[src/sv/assert_macros.svh]
// Assertion helpers for the RTL; clk and rst_n must be in scope.
`ifndef ASSERT_MACROS_SVH
`define ASSERT_MACROS_SVH

// Same-cycle implication.
`define ASSERT_IMPL(label, ante, cons) \
  label: assert property (@(posedge clk) disable iff (!rst_n) (ante) |-> (cons)) \
    else $error("%m: assertion failed");

// Next-cycle implication.
`define ASSERT_NEXT(label, ante, cons) \
  label: assert property (@(posedge clk) disable iff (!rst_n) (ante) |=> (cons)) \
    else $error("%m: assertion failed");

`endif

[src/sv/tgarle_pkg.sv]
`default_nettype none

package tgarle_pkg;

  // Configuration register indexes
  localparam logic [2:0] REG_RLE_MODE      = 3'd0;
  localparam logic [2:0] REG_PIXEL_FORMAT  = 3'd1;
  localparam logic [2:0] REG_ALPHA_ENABLE  = 3'd2;
  localparam logic [2:0] REG_RIGHT_TO_LEFT = 3'd3;
  localparam logic [2:0] REG_SCAN_PIXELS   = 3'd4;

  // Pixel format codes (code 3 behaves as BGRA)
  localparam logic [1:0] FMT_555  = 2'd0;
  localparam logic [1:0] FMT_BGR  = 2'd1;
  localparam logic [1:0] FMT_BGRA = 2'd2;

  // Reset values of the configuration registers
  localparam logic        RST_RLE_MODE      = 1'b1;
  localparam logic [1:0]  RST_PIXEL_FORMAT  = FMT_BGR;
  localparam logic        RST_ALPHA_ENABLE  = 1'b0;
  localparam logic        RST_RIGHT_TO_LEFT = 1'b0;
  localparam logic [15:0] RST_SCAN_PIXELS   = 16'd640;

  // Packet header layout
  localparam int HDR_RUN_BIT = 7;
  localparam logic [6:0] HDR_COUNT_MASK = 7'h7F;

  typedef struct packed {
    logic [1:0] pixel_format;
    logic       alpha_enable;
  } color_cfg_t;

  // Premultiply one channel: t = c*a + 128, result (t + (t >> 8)) >> 8.
  function automatic logic [7:0] mul_alpha(input logic [7:0] c, input logic [7:0] a);
    logic [15:0] t;
    logic [15:0] s;
    t = 16'(c * a) + 16'd128;
    s = t + {8'd0, t[15:8]};
    return s[15:8];
  endfunction

endpackage

`default_nettype wire

[src/sv/tga_rle_line_decoder.sv]
`default_nettype none

`include "assert_macros.svh"

// TGA scanline decoder. Takes one encoded byte per item on the in_ channel and
// sustains one byte per clock while out_ is ready or stage 1 is empty. In
// run-length mode a header byte (bit 7 = repeat, low 7 bits + 1 = count) is
// consumed without a result; each completed pixel (2, 3 or 4 bytes by pixel_format)
// gives one result with its oriented x position, the pixels it covers (a whole
// repeat packet in one result), RGB color, line_done and run_clipped. Packets are
// clipped at the line end, never wrapped. The pipe has two stages: byte decode and
// line bookkeeping, then color conversion with the alpha multiply; a result moves
// from stage 1 into the output register, which lets the next byte in while a result
// waits. Write configuration through cfg_ only while no item is in flight.
module tga_rle_line_decoder (
  input  wire logic        clk,
  input  wire logic        rst_n,

  input  wire logic        cfg_we,
  input  wire logic [2:0]  cfg_index,
  input  wire logic [15:0] cfg_data,

  input  wire logic        in_valid,
  output logic             in_ready,
  input  wire logic [7:0]  in_data_byte,

  output logic             out_valid,
  input  wire logic        out_ready,
  output logic [15:0]      out_x_position,
  output logic [7:0]       out_run_length,
  output logic [7:0]       out_red,
  output logic [7:0]       out_green,
  output logic [7:0]       out_blue,
  output logic             out_line_done,
  output logic             out_run_clipped
);

  // Configuration registers
  logic        rle_mode_r;
  logic [1:0]  pixel_format_r;
  logic        alpha_enable_r;
  logic        right_to_left_r;
  logic [15:0] scan_pixels_r;

  // Decode state
  logic        expect_header_r, expect_header_nxt;
  logic [1:0]  byte_index_r, byte_index_nxt;
  logic [31:0] pixel_bytes_r, pixel_bytes_nxt;
  logic [7:0]  packet_remaining_r, packet_remaining_nxt;
  logic        packet_is_run_r, packet_is_run_nxt;
  logic [15:0] pixel_index_r, pixel_index_nxt;

  // Stage 1: a completed pixel awaiting color conversion
  logic        s1_valid_r, s1_valid_nxt;
  logic [31:0] s1_pixel_r;
  logic [15:0] s1_x_r, s1_x_nxt;
  logic [7:0]  s1_len_r, s1_len_nxt;
  logic        s1_done_r, s1_done_nxt;
  logic        s1_clip_r, s1_clip_nxt;

  // Output register
  logic        out_valid_r;
  logic [15:0] out_x_r;
  logic [7:0]  out_len_r;
  logic [7:0]  out_red_r, out_green_r, out_blue_r;
  logic        out_done_r, out_clip_r;

  logic        out_adv;
  logic        s1_adv;
  logic        in_acc;
  logic        emit;

  tgarle_pkg::color_cfg_t color_cfg;
  logic [7:0]  conv_red, conv_green, conv_blue;

  // Handshake: the output register frees when empty or taken; stage 1 moves on then.
  assign out_adv  = !out_valid_r || out_ready;
  assign s1_adv   = s1_valid_r && out_adv;
  assign in_ready = !s1_valid_r || out_adv;
  assign in_acc   = in_valid && in_ready;

  // Configuration writes; unknown indexes are ignored.
  always_ff @(posedge clk) begin
    if (!rst_n) begin
      rle_mode_r      <= tgarle_pkg::RST_RLE_MODE;
      pixel_format_r  <= tgarle_pkg::RST_PIXEL_FORMAT;
      alpha_enable_r  <= tgarle_pkg::RST_ALPHA_ENABLE;
      right_to_left_r <= tgarle_pkg::RST_RIGHT_TO_LEFT;
      scan_pixels_r   <= tgarle_pkg::RST_SCAN_PIXELS;
    end else if (cfg_we) begin
      case (cfg_index)
        tgarle_pkg::REG_RLE_MODE:      rle_mode_r      <= cfg_data[0];
        tgarle_pkg::REG_PIXEL_FORMAT:  pixel_format_r  <= cfg_data[1:0];
        tgarle_pkg::REG_ALPHA_ENABLE:  alpha_enable_r  <= cfg_data[0];
        tgarle_pkg::REG_RIGHT_TO_LEFT: right_to_left_r <= cfg_data[0];
        tgarle_pkg::REG_SCAN_PIXELS:   scan_pixels_r   <= cfg_data;
        default: ;
      endcase
    end
  end

  // Byte decode and line bookkeeping
  always_comb begin
    logic [16:0] w17;
    logic [15:0] pi_eff;
    logic [2:0]  need;
    logic        take_hdr;
    logic        byte_done;
    logic [31:0] merged;
    logic [16:0] left;
    logic [7:0]  rem_dec;
    logic        run_path;
    logic        run_clip;
    logic        lit_clip;
    logic [16:0] next17;
    logic [16:0] xm17;

    // Width zero stands for 65536 pixels.
    w17 = (scan_pixels_r == 16'd0) ? 17'h10000 : {1'b0, scan_pixels_r};
    // Restart the index if the width shrank under it.
    pi_eff = ({1'b0, pixel_index_r} >= w17) ? 16'd0 : pixel_index_r;

    case (pixel_format_r)
      tgarle_pkg::FMT_555: need = 3'd2;
      tgarle_pkg::FMT_BGR: need = 3'd3;
      default:             need = 3'd4;
    endcase

    take_hdr  = rle_mode_r && (expect_header_r || packet_remaining_r == 8'd0);
    byte_done = ({1'b0, byte_index_r} + 3'd1) >= need;

    // The first byte of a pixel clears the older bytes.
    case (byte_index_r)
      2'd0:    merged = {24'd0, in_data_byte};
      2'd1:    merged = {pixel_bytes_r[31:16], in_data_byte, pixel_bytes_r[7:0]};
      2'd2:    merged = {pixel_bytes_r[31:24], in_data_byte, pixel_bytes_r[15:0]};
      default: merged = {in_data_byte, pixel_bytes_r[23:0]};
    endcase

    left     = w17 - {1'b0, pi_eff};
    rem_dec  = packet_remaining_r - 8'd1;
    run_path = rle_mode_r && packet_is_run_r;
    run_clip = {9'd0, packet_remaining_r} > left;
    lit_clip = rle_mode_r && (left == 17'd1) && (rem_dec != 8'd0);

    if (run_path) begin
      s1_len_nxt  = run_clip ? left[7:0] : packet_remaining_r;
      s1_clip_nxt = run_clip;
    end else begin
      s1_len_nxt  = 8'd1;
      s1_clip_nxt = lit_clip;
    end

    next17      = {1'b0, pi_eff} + {9'd0, s1_len_nxt};
    s1_done_nxt = next17 >= w17;
    xm17        = w17 - 17'd1 - {1'b0, pi_eff};
    s1_x_nxt    = right_to_left_r ? xm17[15:0] : pi_eff;

    expect_header_nxt    = expect_header_r;
    byte_index_nxt       = byte_index_r;
    pixel_bytes_nxt      = pixel_bytes_r;
    packet_remaining_nxt = packet_remaining_r;
    packet_is_run_nxt    = packet_is_run_r;
    pixel_index_nxt      = pixel_index_r;
    emit                 = 1'b0;

    if (in_acc) begin
      pixel_index_nxt = pi_eff;
      if (take_hdr) begin
        // Header byte: open a packet, no result.
        packet_is_run_nxt    = in_data_byte[tgarle_pkg::HDR_RUN_BIT];
        packet_remaining_nxt = {1'b0, in_data_byte[6:0] & tgarle_pkg::HDR_COUNT_MASK} + 8'd1;
        expect_header_nxt    = 1'b0;
        byte_index_nxt       = 2'd0;
      end else begin
        pixel_bytes_nxt = merged;
        if (!byte_done) begin
          byte_index_nxt = byte_index_r + 2'd1;
        end else begin
          byte_index_nxt = 2'd0;
          emit           = 1'b1;
          if (run_path) begin
            packet_remaining_nxt = 8'd0;
            expect_header_nxt    = 1'b1;
          end else if (rle_mode_r) begin
            // Drop the rest of a literal packet that overruns the line.
            packet_remaining_nxt = lit_clip ? 8'd0 : rem_dec;
            if (lit_clip || rem_dec == 8'd0) begin
              expect_header_nxt = 1'b1;
            end
          end
          pixel_index_nxt = s1_done_nxt ? 16'd0 : next17[15:0];
        end
      end
    end

    if (emit) begin
      s1_valid_nxt = 1'b1;
    end else if (s1_adv) begin
      s1_valid_nxt = 1'b0;
    end else begin
      s1_valid_nxt = s1_valid_r;
    end
  end

  always_ff @(posedge clk) begin
    if (!rst_n) begin
      expect_header_r    <= 1'b1;
      byte_index_r       <= 2'd0;
      pixel_bytes_r      <= 32'd0;
      packet_remaining_r <= 8'd0;
      packet_is_run_r    <= 1'b0;
      pixel_index_r      <= 16'd0;
      s1_valid_r         <= 1'b0;
    end else begin
      expect_header_r    <= expect_header_nxt;
      byte_index_r       <= byte_index_nxt;
      pixel_bytes_r      <= pixel_bytes_nxt;
      packet_remaining_r <= packet_remaining_nxt;
      packet_is_run_r    <= packet_is_run_nxt;
      pixel_index_r      <= pixel_index_nxt;
      s1_valid_r         <= s1_valid_nxt;
    end
  end

  // Stage 1 payload: load on each completed pixel.
  always_ff @(posedge clk) begin
    if (emit) begin
      s1_pixel_r <= pixel_bytes_nxt;
      s1_x_r     <= s1_x_nxt;
      s1_len_r   <= s1_len_nxt;
      s1_done_r  <= s1_done_nxt;
      s1_clip_r  <= s1_clip_nxt;
    end
  end

  // Stage 2: color conversion into the output register
  assign color_cfg.pixel_format = pixel_format_r;
  assign color_cfg.alpha_enable = alpha_enable_r;

  tgarle_color u_color (
    .pixel_bytes (s1_pixel_r),
    .cfg         (color_cfg),
    .red         (conv_red),
    .green       (conv_green),
    .blue        (conv_blue)
  );

  always_ff @(posedge clk) begin
    if (!rst_n) begin
      out_valid_r <= 1'b0;
    end else if (out_adv) begin
      out_valid_r <= s1_valid_r;
    end
  end

  always_ff @(posedge clk) begin
    if (s1_adv) begin
      out_x_r     <= s1_x_r;
      out_len_r   <= s1_len_r;
      out_red_r   <= conv_red;
      out_green_r <= conv_green;
      out_blue_r  <= conv_blue;
      out_done_r  <= s1_done_r;
      out_clip_r  <= s1_clip_r;
    end
  end

  assign out_valid       = out_valid_r;
  assign out_x_position  = out_x_r;
  assign out_run_length  = out_len_r;
  assign out_red         = out_red_r;
  assign out_green       = out_green_r;
  assign out_blue        = out_blue_r;
  assign out_line_done   = out_done_r;
  assign out_run_clipped = out_clip_r;

  // A clipped packet always reaches the line end.
  `ASSERT_IMPL(a_clip_ends_line, out_valid_r && out_clip_r, out_done_r)
  // Every pixel result covers 1 to 128 pixels.
  `ASSERT_IMPL(a_len_range, s1_valid_r, s1_len_r != 8'd0 && s1_len_r <= 8'd128)
  // A pixel leaving stage 1 lands in the output register.
  `ASSERT_NEXT(a_s1_to_out, s1_adv, out_valid_r)
  // A header byte never yields a pixel.
  `ASSERT_NEXT(a_hdr_no_pixel, in_acc && rle_mode_r && expect_header_r && !s1_valid_r,
               !s1_valid_r)

endmodule

`default_nettype wire

[src/sv/tgarle_color.sv]
`default_nettype none

// Turn the assembled pixel bytes into RGB, with optional alpha premultiply.
module tgarle_color (
  input  wire logic [31:0]            pixel_bytes,
  input  wire tgarle_pkg::color_cfg_t cfg,
  output logic [7:0]                  red,
  output logic [7:0]                  green,
  output logic [7:0]                  blue
);

  always_comb begin
    case (cfg.pixel_format)
      tgarle_pkg::FMT_555: begin
        // 555 little endian, bit 15 dropped
        blue  = {pixel_bytes[4:0], 3'b000};
        green = {pixel_bytes[9:5], 3'b000};
        red   = {pixel_bytes[14:10], 3'b000};
      end
      tgarle_pkg::FMT_BGR: begin
        blue  = pixel_bytes[7:0];
        green = pixel_bytes[15:8];
        red   = pixel_bytes[23:16];
      end
      default: begin
        if (cfg.alpha_enable) begin
          blue  = tgarle_pkg::mul_alpha(pixel_bytes[7:0], pixel_bytes[31:24]);
          green = tgarle_pkg::mul_alpha(pixel_bytes[15:8], pixel_bytes[31:24]);
          red   = tgarle_pkg::mul_alpha(pixel_bytes[23:16], pixel_bytes[31:24]);
        end else begin
          blue  = pixel_bytes[7:0];
          green = pixel_bytes[15:8];
          red   = pixel_bytes[23:16];
        end
      end
    endcase
  end

endmodule

`default_nettype wire
[config.mk]
export PLATFORM = sky130hd
export DESIGN_NAME = tga_rle_line_decoder
export DESIGN_NICKNAME = d
export VERILOG_FILES = /design/src/sv/tgarle_pkg.sv /design/src/sv/tga_rle_line_decoder.sv /design/src/sv/tgarle_color.sv
export VERILOG_INCLUDE_DIRS = /design/src /design/src/sv
export SDC_FILE = /design/constraint.sdc
export NUM_CORES = 1
export LEC_CHECK = 0
export BUFFER_PORTS_ARGS = -buffer_cell sky130_fd_sc_hd__buf_2
export CAP_MARGIN = 20
export CORE_MARGIN = 1.5
export CORE_UTILIZATION = 55
export CTS_CLUSTER_SIZE = 14
export DETAILED_ROUTE_END_ITERATION = 7
export PLACE_DENSITY_LB_ADDON = 0.3
export SLEW_MARGIN = 20
export SYNTH_ARGS = -nofsm -noshare
export SYNTH_HDL_FRONTEND = slang
export SYNTH_SLANG_ARGS = --single-unit
[constraint.sdc]
create_clock -name clk -period 17.3 [get_ports clk]
set_input_delay 3.46 -clock clk [delete_from_list [all_inputs] [get_ports clk]]
set_output_delay 3.46 -clock clk [all_outputs]
set_load 0.005 [all_outputs]
After elaboration in Yosys (flattened, before gate mapping)
Cells that the tools add are included.
Storage, ports and cells
  register bits: 191
  input port bits: 32
  output and inout bits: 52
  word-level logic and storage cells: 121
Cells by class
  $add $sub $neg: 14
  multipliers: 3
  magnitude comparators: 4
  eq/ne operators: 8
  muxes and demuxes: 36
  reductions and logical operators: 31
Operators with widths (count)
  case mux 32 bit (3 select lines): 1
  two-way mux 16 bit: 5
  two-way mux 8 bit: 10
  two-way mux 32 bit: 2
  adder 16 x 8 -> 16 bit: 3
  adder 16 x 8 -> 16 bit, second input constant: 3
  multiplier 8 x 8 -> 16 bit: 3
  case mux 8 bit (2 select lines): 3
  adder 16 x 8 -> 17 bit: 1
  equality test 17 x 1 -> 1 bit, second input constant: 1
  greater-or-equal comparator 16 x 17 -> 1 bit: 1
  greater-or-equal comparator 17 bit: 1
  greater-than comparator 8 x 17 -> 1 bit: 1
  two-way mux 17 bit: 1
  subtractor 17 x 16 -> 17 bit: 1
  logical NOT 16 bit: 1
  logical NOT 8 bit: 2
  subtractor 16 x 1 -> 16 bit, second input constant: 1
  subtractor 16 bit: 1
  AND reduction 2 bit: 6
  two-way mux 1 bit: 11
  adder 7 x 1 -> 8 bit, second input constant: 1
  nonzero test 8 bit: 1
  subtractor 8 x 1 -> 8 bit, second input constant: 1
  19 further kinds: 34

Depth between registers and ports, before layout
  depth in word-level cells: 14
  depth in mapped cells: 51
  mapped depth without buffers: 48

Cells and area by module
From an unflattened synthesis, not the netlist that was laid out.
Second synthesis, totals
  cells, all modules: 2019
  area, all modules: 18403.9 sq um
Modules (own cells, without submodules)
  tga_rle_line_decoder: times used 1, cells each 1007, area each 10286.1 sq um, seq. area each 4904.7 sq um
  tgarle_color: times used 1, cells each 1012, area each 8117.8 sq um, seq. area each 0.0 sq um

Worst setup path after synthesis
Ideal clock, no wire load.
  path type: reg-to-reg
  start point: register scan_pixels_r[0]
  end point: register pixel_index_r[15]
  library setup time: 60 ps
  data arrival time: 9548 ps
  required time: 17240 ps
  slack: 7692 ps
  cell stages (with the launch flop): 52
  buffers on the path: 4
  period minus slack after synthesis: 9608 ps
  cells stage by stage: dfxtp_1 clkbuf_1 ha_1 nand2b_1 a21o_1 a21o_1 a21o_1 a31oi_1 o21ai_0 nand3_1 clkbuf_1 buf_1 nand2_1 inv_1 ha_1 inv_1 fa_1 a21o_1 [16 not listed] a21oi_1 nor2b_1 o21a_1 o41a_1 nand3_1 nor2_1 xnor2_1 ha_1 a21o_1 a21o_1 a211o_1 a41oi_1 nor2_1 a211oi_2 and2_0 clkbuf_1 nor4b_1 a311o_1
On the way
  longest elaborated chain between the ends: 13
Ends and longest elaborated chain
  from (decl): line tga_rle_line_decoder.sv:43  | logic [15:0] scan_pixels_r;
  from (signal assigned): line tga_rle_line_decoder.sv:89  | scan_pixels_r <= tgarle_pkg::RST_SCAN_PIXELS;
  from (signal assigned): line tga_rle_line_decoder.sv:96  | tgarle_pkg::REG_SCAN_PIXELS: scan_pixels_r <= cfg_data;
  logical NOT 16 bit: line tga_rle_line_decoder.sv:119  | w17 = (scan_pixels_r == 16'd0) ? 17'h10000 : {1'b0, scan_pixels_r};
  two-way mux 17 bit *: line tga_rle_line_decoder.sv:119
  greater-or-equal comparator 16 x 17 -> 1 bit: line tga_rle_line_decoder.sv:121  | pi_eff = ({1'b0, pixel_index_r} >= w17) ? 16'd0 : pixel_index_r;
  two-way mux 16 bit: line tga_rle_line_decoder.sv:121
  subtractor 17 x 16 -> 17 bit *: line tga_rle_line_decoder.sv:140  | left = w17 - {1'b0, pi_eff};
  greater-than comparator 8 x 17 -> 1 bit: line tga_rle_line_decoder.sv:143  | run_clip = {9'd0, packet_remaining_r} > left;
  two-way mux 8 bit *: line tga_rle_line_decoder.sv:147  | s1_len_nxt = run_clip ? left[7:0] : packet_remaining_r;
  two-way mux 8 bit *: line tga_rle_line_decoder.sv:146  | if (run_path) begin
  named net s1_len_nxt[0]: line tga_rle_line_decoder.sv:57  | logic [7:0] s1_len_r, s1_len_nxt;
  adder 16 x 8 -> 17 bit *: line tga_rle_line_decoder.sv:154  | next17 = {1'b0, pi_eff} + {9'd0, s1_len_nxt};
  greater-or-equal comparator 17 bit: line tga_rle_line_decoder.sv:155  | s1_done_nxt = next17 >= w17;
  two-way mux 16 bit *: line tga_rle_line_decoder.sv:192  | pixel_index_nxt = s1_done_nxt ? 16'd0 : next17[15:0];
  two-way mux 16 bit *: line tga_rle_line_decoder.sv:177  | if (!byte_done) begin
  two-way mux 16 bit *: line tga_rle_line_decoder.sv:169  | if (take_hdr) begin
  to (signal assigned): line tga_rle_line_decoder.sv:221  | pixel_index_r <= pixel_index_nxt;
  to (decl): line tga_rle_line_decoder.sv:51  | logic [15:0] pixel_index_r, pixel_index_nxt;
Mark *: on every way through the listed nets, which the timed path passes. The rest lies on a longest branch.
A chain may end at the register's enable or synchronous reset.

Worst setup path in the final report
Same ends and word-level chain as after synthesis.

==> out/qor.txt <==
status - completed
sequential fraction of the synthesis area - 0.2757
clk root buf - clkbuf_16
fin nets - 2305
Yosys warning count - 0
io pins - 84
first drt pass iteration count - 6
vias in the first global route - 13781
final wirelength - 44490 um
Post-synth ARST share - 0
maxcap violations - 0
Area Growth Syn to Fin - 6.660%
Vias - 13885
CP top delay family - compound AO/OA/AOI/OAI gates
power density cells - 72.69 nW/um2
worst path bufs/invs - 3
fillers - 2746
routability cong. - 0.9393
share of layout cells above drive strength 1 - 0.07767
commonest non-fill, non-tap cell in the layout - nand2_1
critical path data arrival time - 11.35 ns
H-tree depth - 4
Critical Path Source Type - flop
num rows - 65
Die X - 182.8 um
PostCTS Resize Cnt - 0
Routed Antenna Nets - 0
dominant synthesized flop cell - edfxtp_1
die area - 33430 um2
Syn Std Cell Area - 17790 um2
most frequent cells in the layout - nand2_1, inv_1, ha_1
CTS Buffer Depth - 2
Worst Path Required - 17.69 ns
Post-Syn Instances - 1943
Post-CTS Setup Repair Bufs - 0
CP peak stage delay - 0.67 ns
Die Ht - 182.8 um
Hold Crit Class - flop to flop
dpl cells - 2327
sequential cell area - 4905 um2
count of final hold-check violations - 0
syn avg cell area - 9.156 um2
worst-margin pin slew - 1.002 ns
total gr overflow - 0
clk_lat worst skew - 0.45 ns
CP dominant cell by count - a21o_1
critical path capture point type - flop
total CTS buffers - 17
hpwl dp - 33430 um
clk_skew - 0.01349 ns
RSZ-0062 raised after global routing - no
CTS Sinks - 191
fmax - 91.28 MHz
DRC violations left - 0
Starting Density - 0.5609
Design Area, Final - 18970 um2
Total GRT Usage - 0.2737
Final Cycle Share - 0.6333
Fin Setup TNS - 0 ns
Placed Area - 18360 um2
final slew viol count - 0
wire per inst - 18.81 um
Leakage - 0.008597 uW
Worst Setup Path Type - flop to flop
hold_buf cts - 0
Placeable Area - 31720 um2
final core utilization - 0.5982
CP max stage cell - a211oi_2
global-route wire length before repair - 71760 um
hold slack - 0.4250 ns
final number of setup-violating endpoints - 0
Finished Layout Cells - 2365
Clock transition at path regs - 0.08 ns
Syn Nets - 2304
initial antenna violation count - 7
number of port buffers - 83
relative slew slack - 0.3319
TritonCTS clock tree - done
crit-path max FO - 20
Cell variety after synth - 79
Max VDD drop - 0.07555 mV
area of the multi-input gates - 11570 um2
DR vias/cell - 5.871
largest net degree at the start of global routing - 85
EDFF count, synth - 108
Synth Register Bits - 191
DR iter-0 viols - 1254
Final min period - 10.96 ns
worst paths after layout:
kind	start	end	slack, ns	cells after the start
setup / recovery	scan_pixels_r[0]	pixel_index_r[15]	6.34	47
hold / removal	s1_x_r[13]	out_x_position[13]	0.43	0
setup reg to reg	scan_pixels_r[0]	pixel_index_r[15]	6.34	47
hold reg to reg	s1_x_r[13]	out_x_position[13]	0.43	0
logic make-up after synthesis:
kind of cell | after synthesis | synth area share
compound gates | 376 | 0.1466
xor+xnor | 96 | 0.04726
fa+ha+maj | 329 | 0.2795
buf+inv | 345 | 0.07455
flops | 191 | 0.2757
mux | 21 | 0.01217
simple gates | 585 | 0.1642
per-stage QoR:
| step | worst slack, ns | total power, uW |
|---|---|---|
| after floorplan | 7.692 | 880.0 |
| after detailed placement | 6.593 | 980.4 |
| after global placement | 6.946 | 966.9 |
| after CTS | 6.493 | 1382 |
| final | 6.344 | 1379 |
| after global routing | 5.522 | 1463 |
Yosys cell counts (26+ instances only):
| cell type | instances | area share |
|---|---|---|
| inv_1 | 230 | 0.049 |
| a21o_1 | 37 | 0.016 |
| nor2_1 | 51 | 0.011 |
| nand2_1 | 232 | 0.049 |
| ha_1 | 215 | 0.15 |
| o21ai_0 | 70 | 0.020 |
| nor2b_1 | 26 | 0.0091 |
| nand3_1 | 37 | 0.010 |
| a21oi_1 | 69 | 0.019 |
| clkbuf_1 | 102 | 0.022 |
| and2_1 | 138 | 0.049 |
| nor3_1 | 26 | 0.0073 |
| xnor2_1 | 63 | 0.031 |
| xor2_1 | 33 | 0.016 |
| edfxtp_1 | 108 | 0.18 |
| a22o_1 | 34 | 0.017 |
| dfxtp_1 | 83 | 0.093 |
| fa_1 | 114 | 0.13 |
flip-flops by register name (all words and copies together) (netlist names), 8 cells and up:
register            flops
out_red                 8
packet_remaining_r      8
pixel_index_r          16
out_run_length          8
out_blue                8
s1_x_r                 16
out_green               8
out_x_position         16
scan_pixels_r          16
pixel_bytes_r          32
s1_len_r                8
s1_pixel_r             32
cell type report:
class                   instances  area share
multi-input cells            1407      0.6096
flip-flops and latches        191      0.2585
inverters                     230     0.04550
repair buffers                 97     0.02743
well taps                     402     0.02651
clock buffers                  17     0.02242
clock inverters                15    0.009298
diodes                          6   0.0007913
power by group:
| group | leakage, uW | total [uW] | switching (uW) | internal (uW) |
|---|---|---|---|---|
| Combinational | 0.00666 | 473 | 275 | 198 |
| Sequential | 0.00164 | 504 | 14.6 | 490 |
| Clock | 0.000295 | 402 | 196 | 206 |
| Total | 0.00860 | 1380 | 485 | 894 |
layer usage:
layer,vias to the layer above,GRT usage,wire [um]
met5,-,0,12
met4,2,0.08885,1126
met3,73,0.05024,2804
met2,435,0.4505,20800
met1,6758,0.3656,19750
li1,6617,-,-
Power figures use the tool's default switching activity.
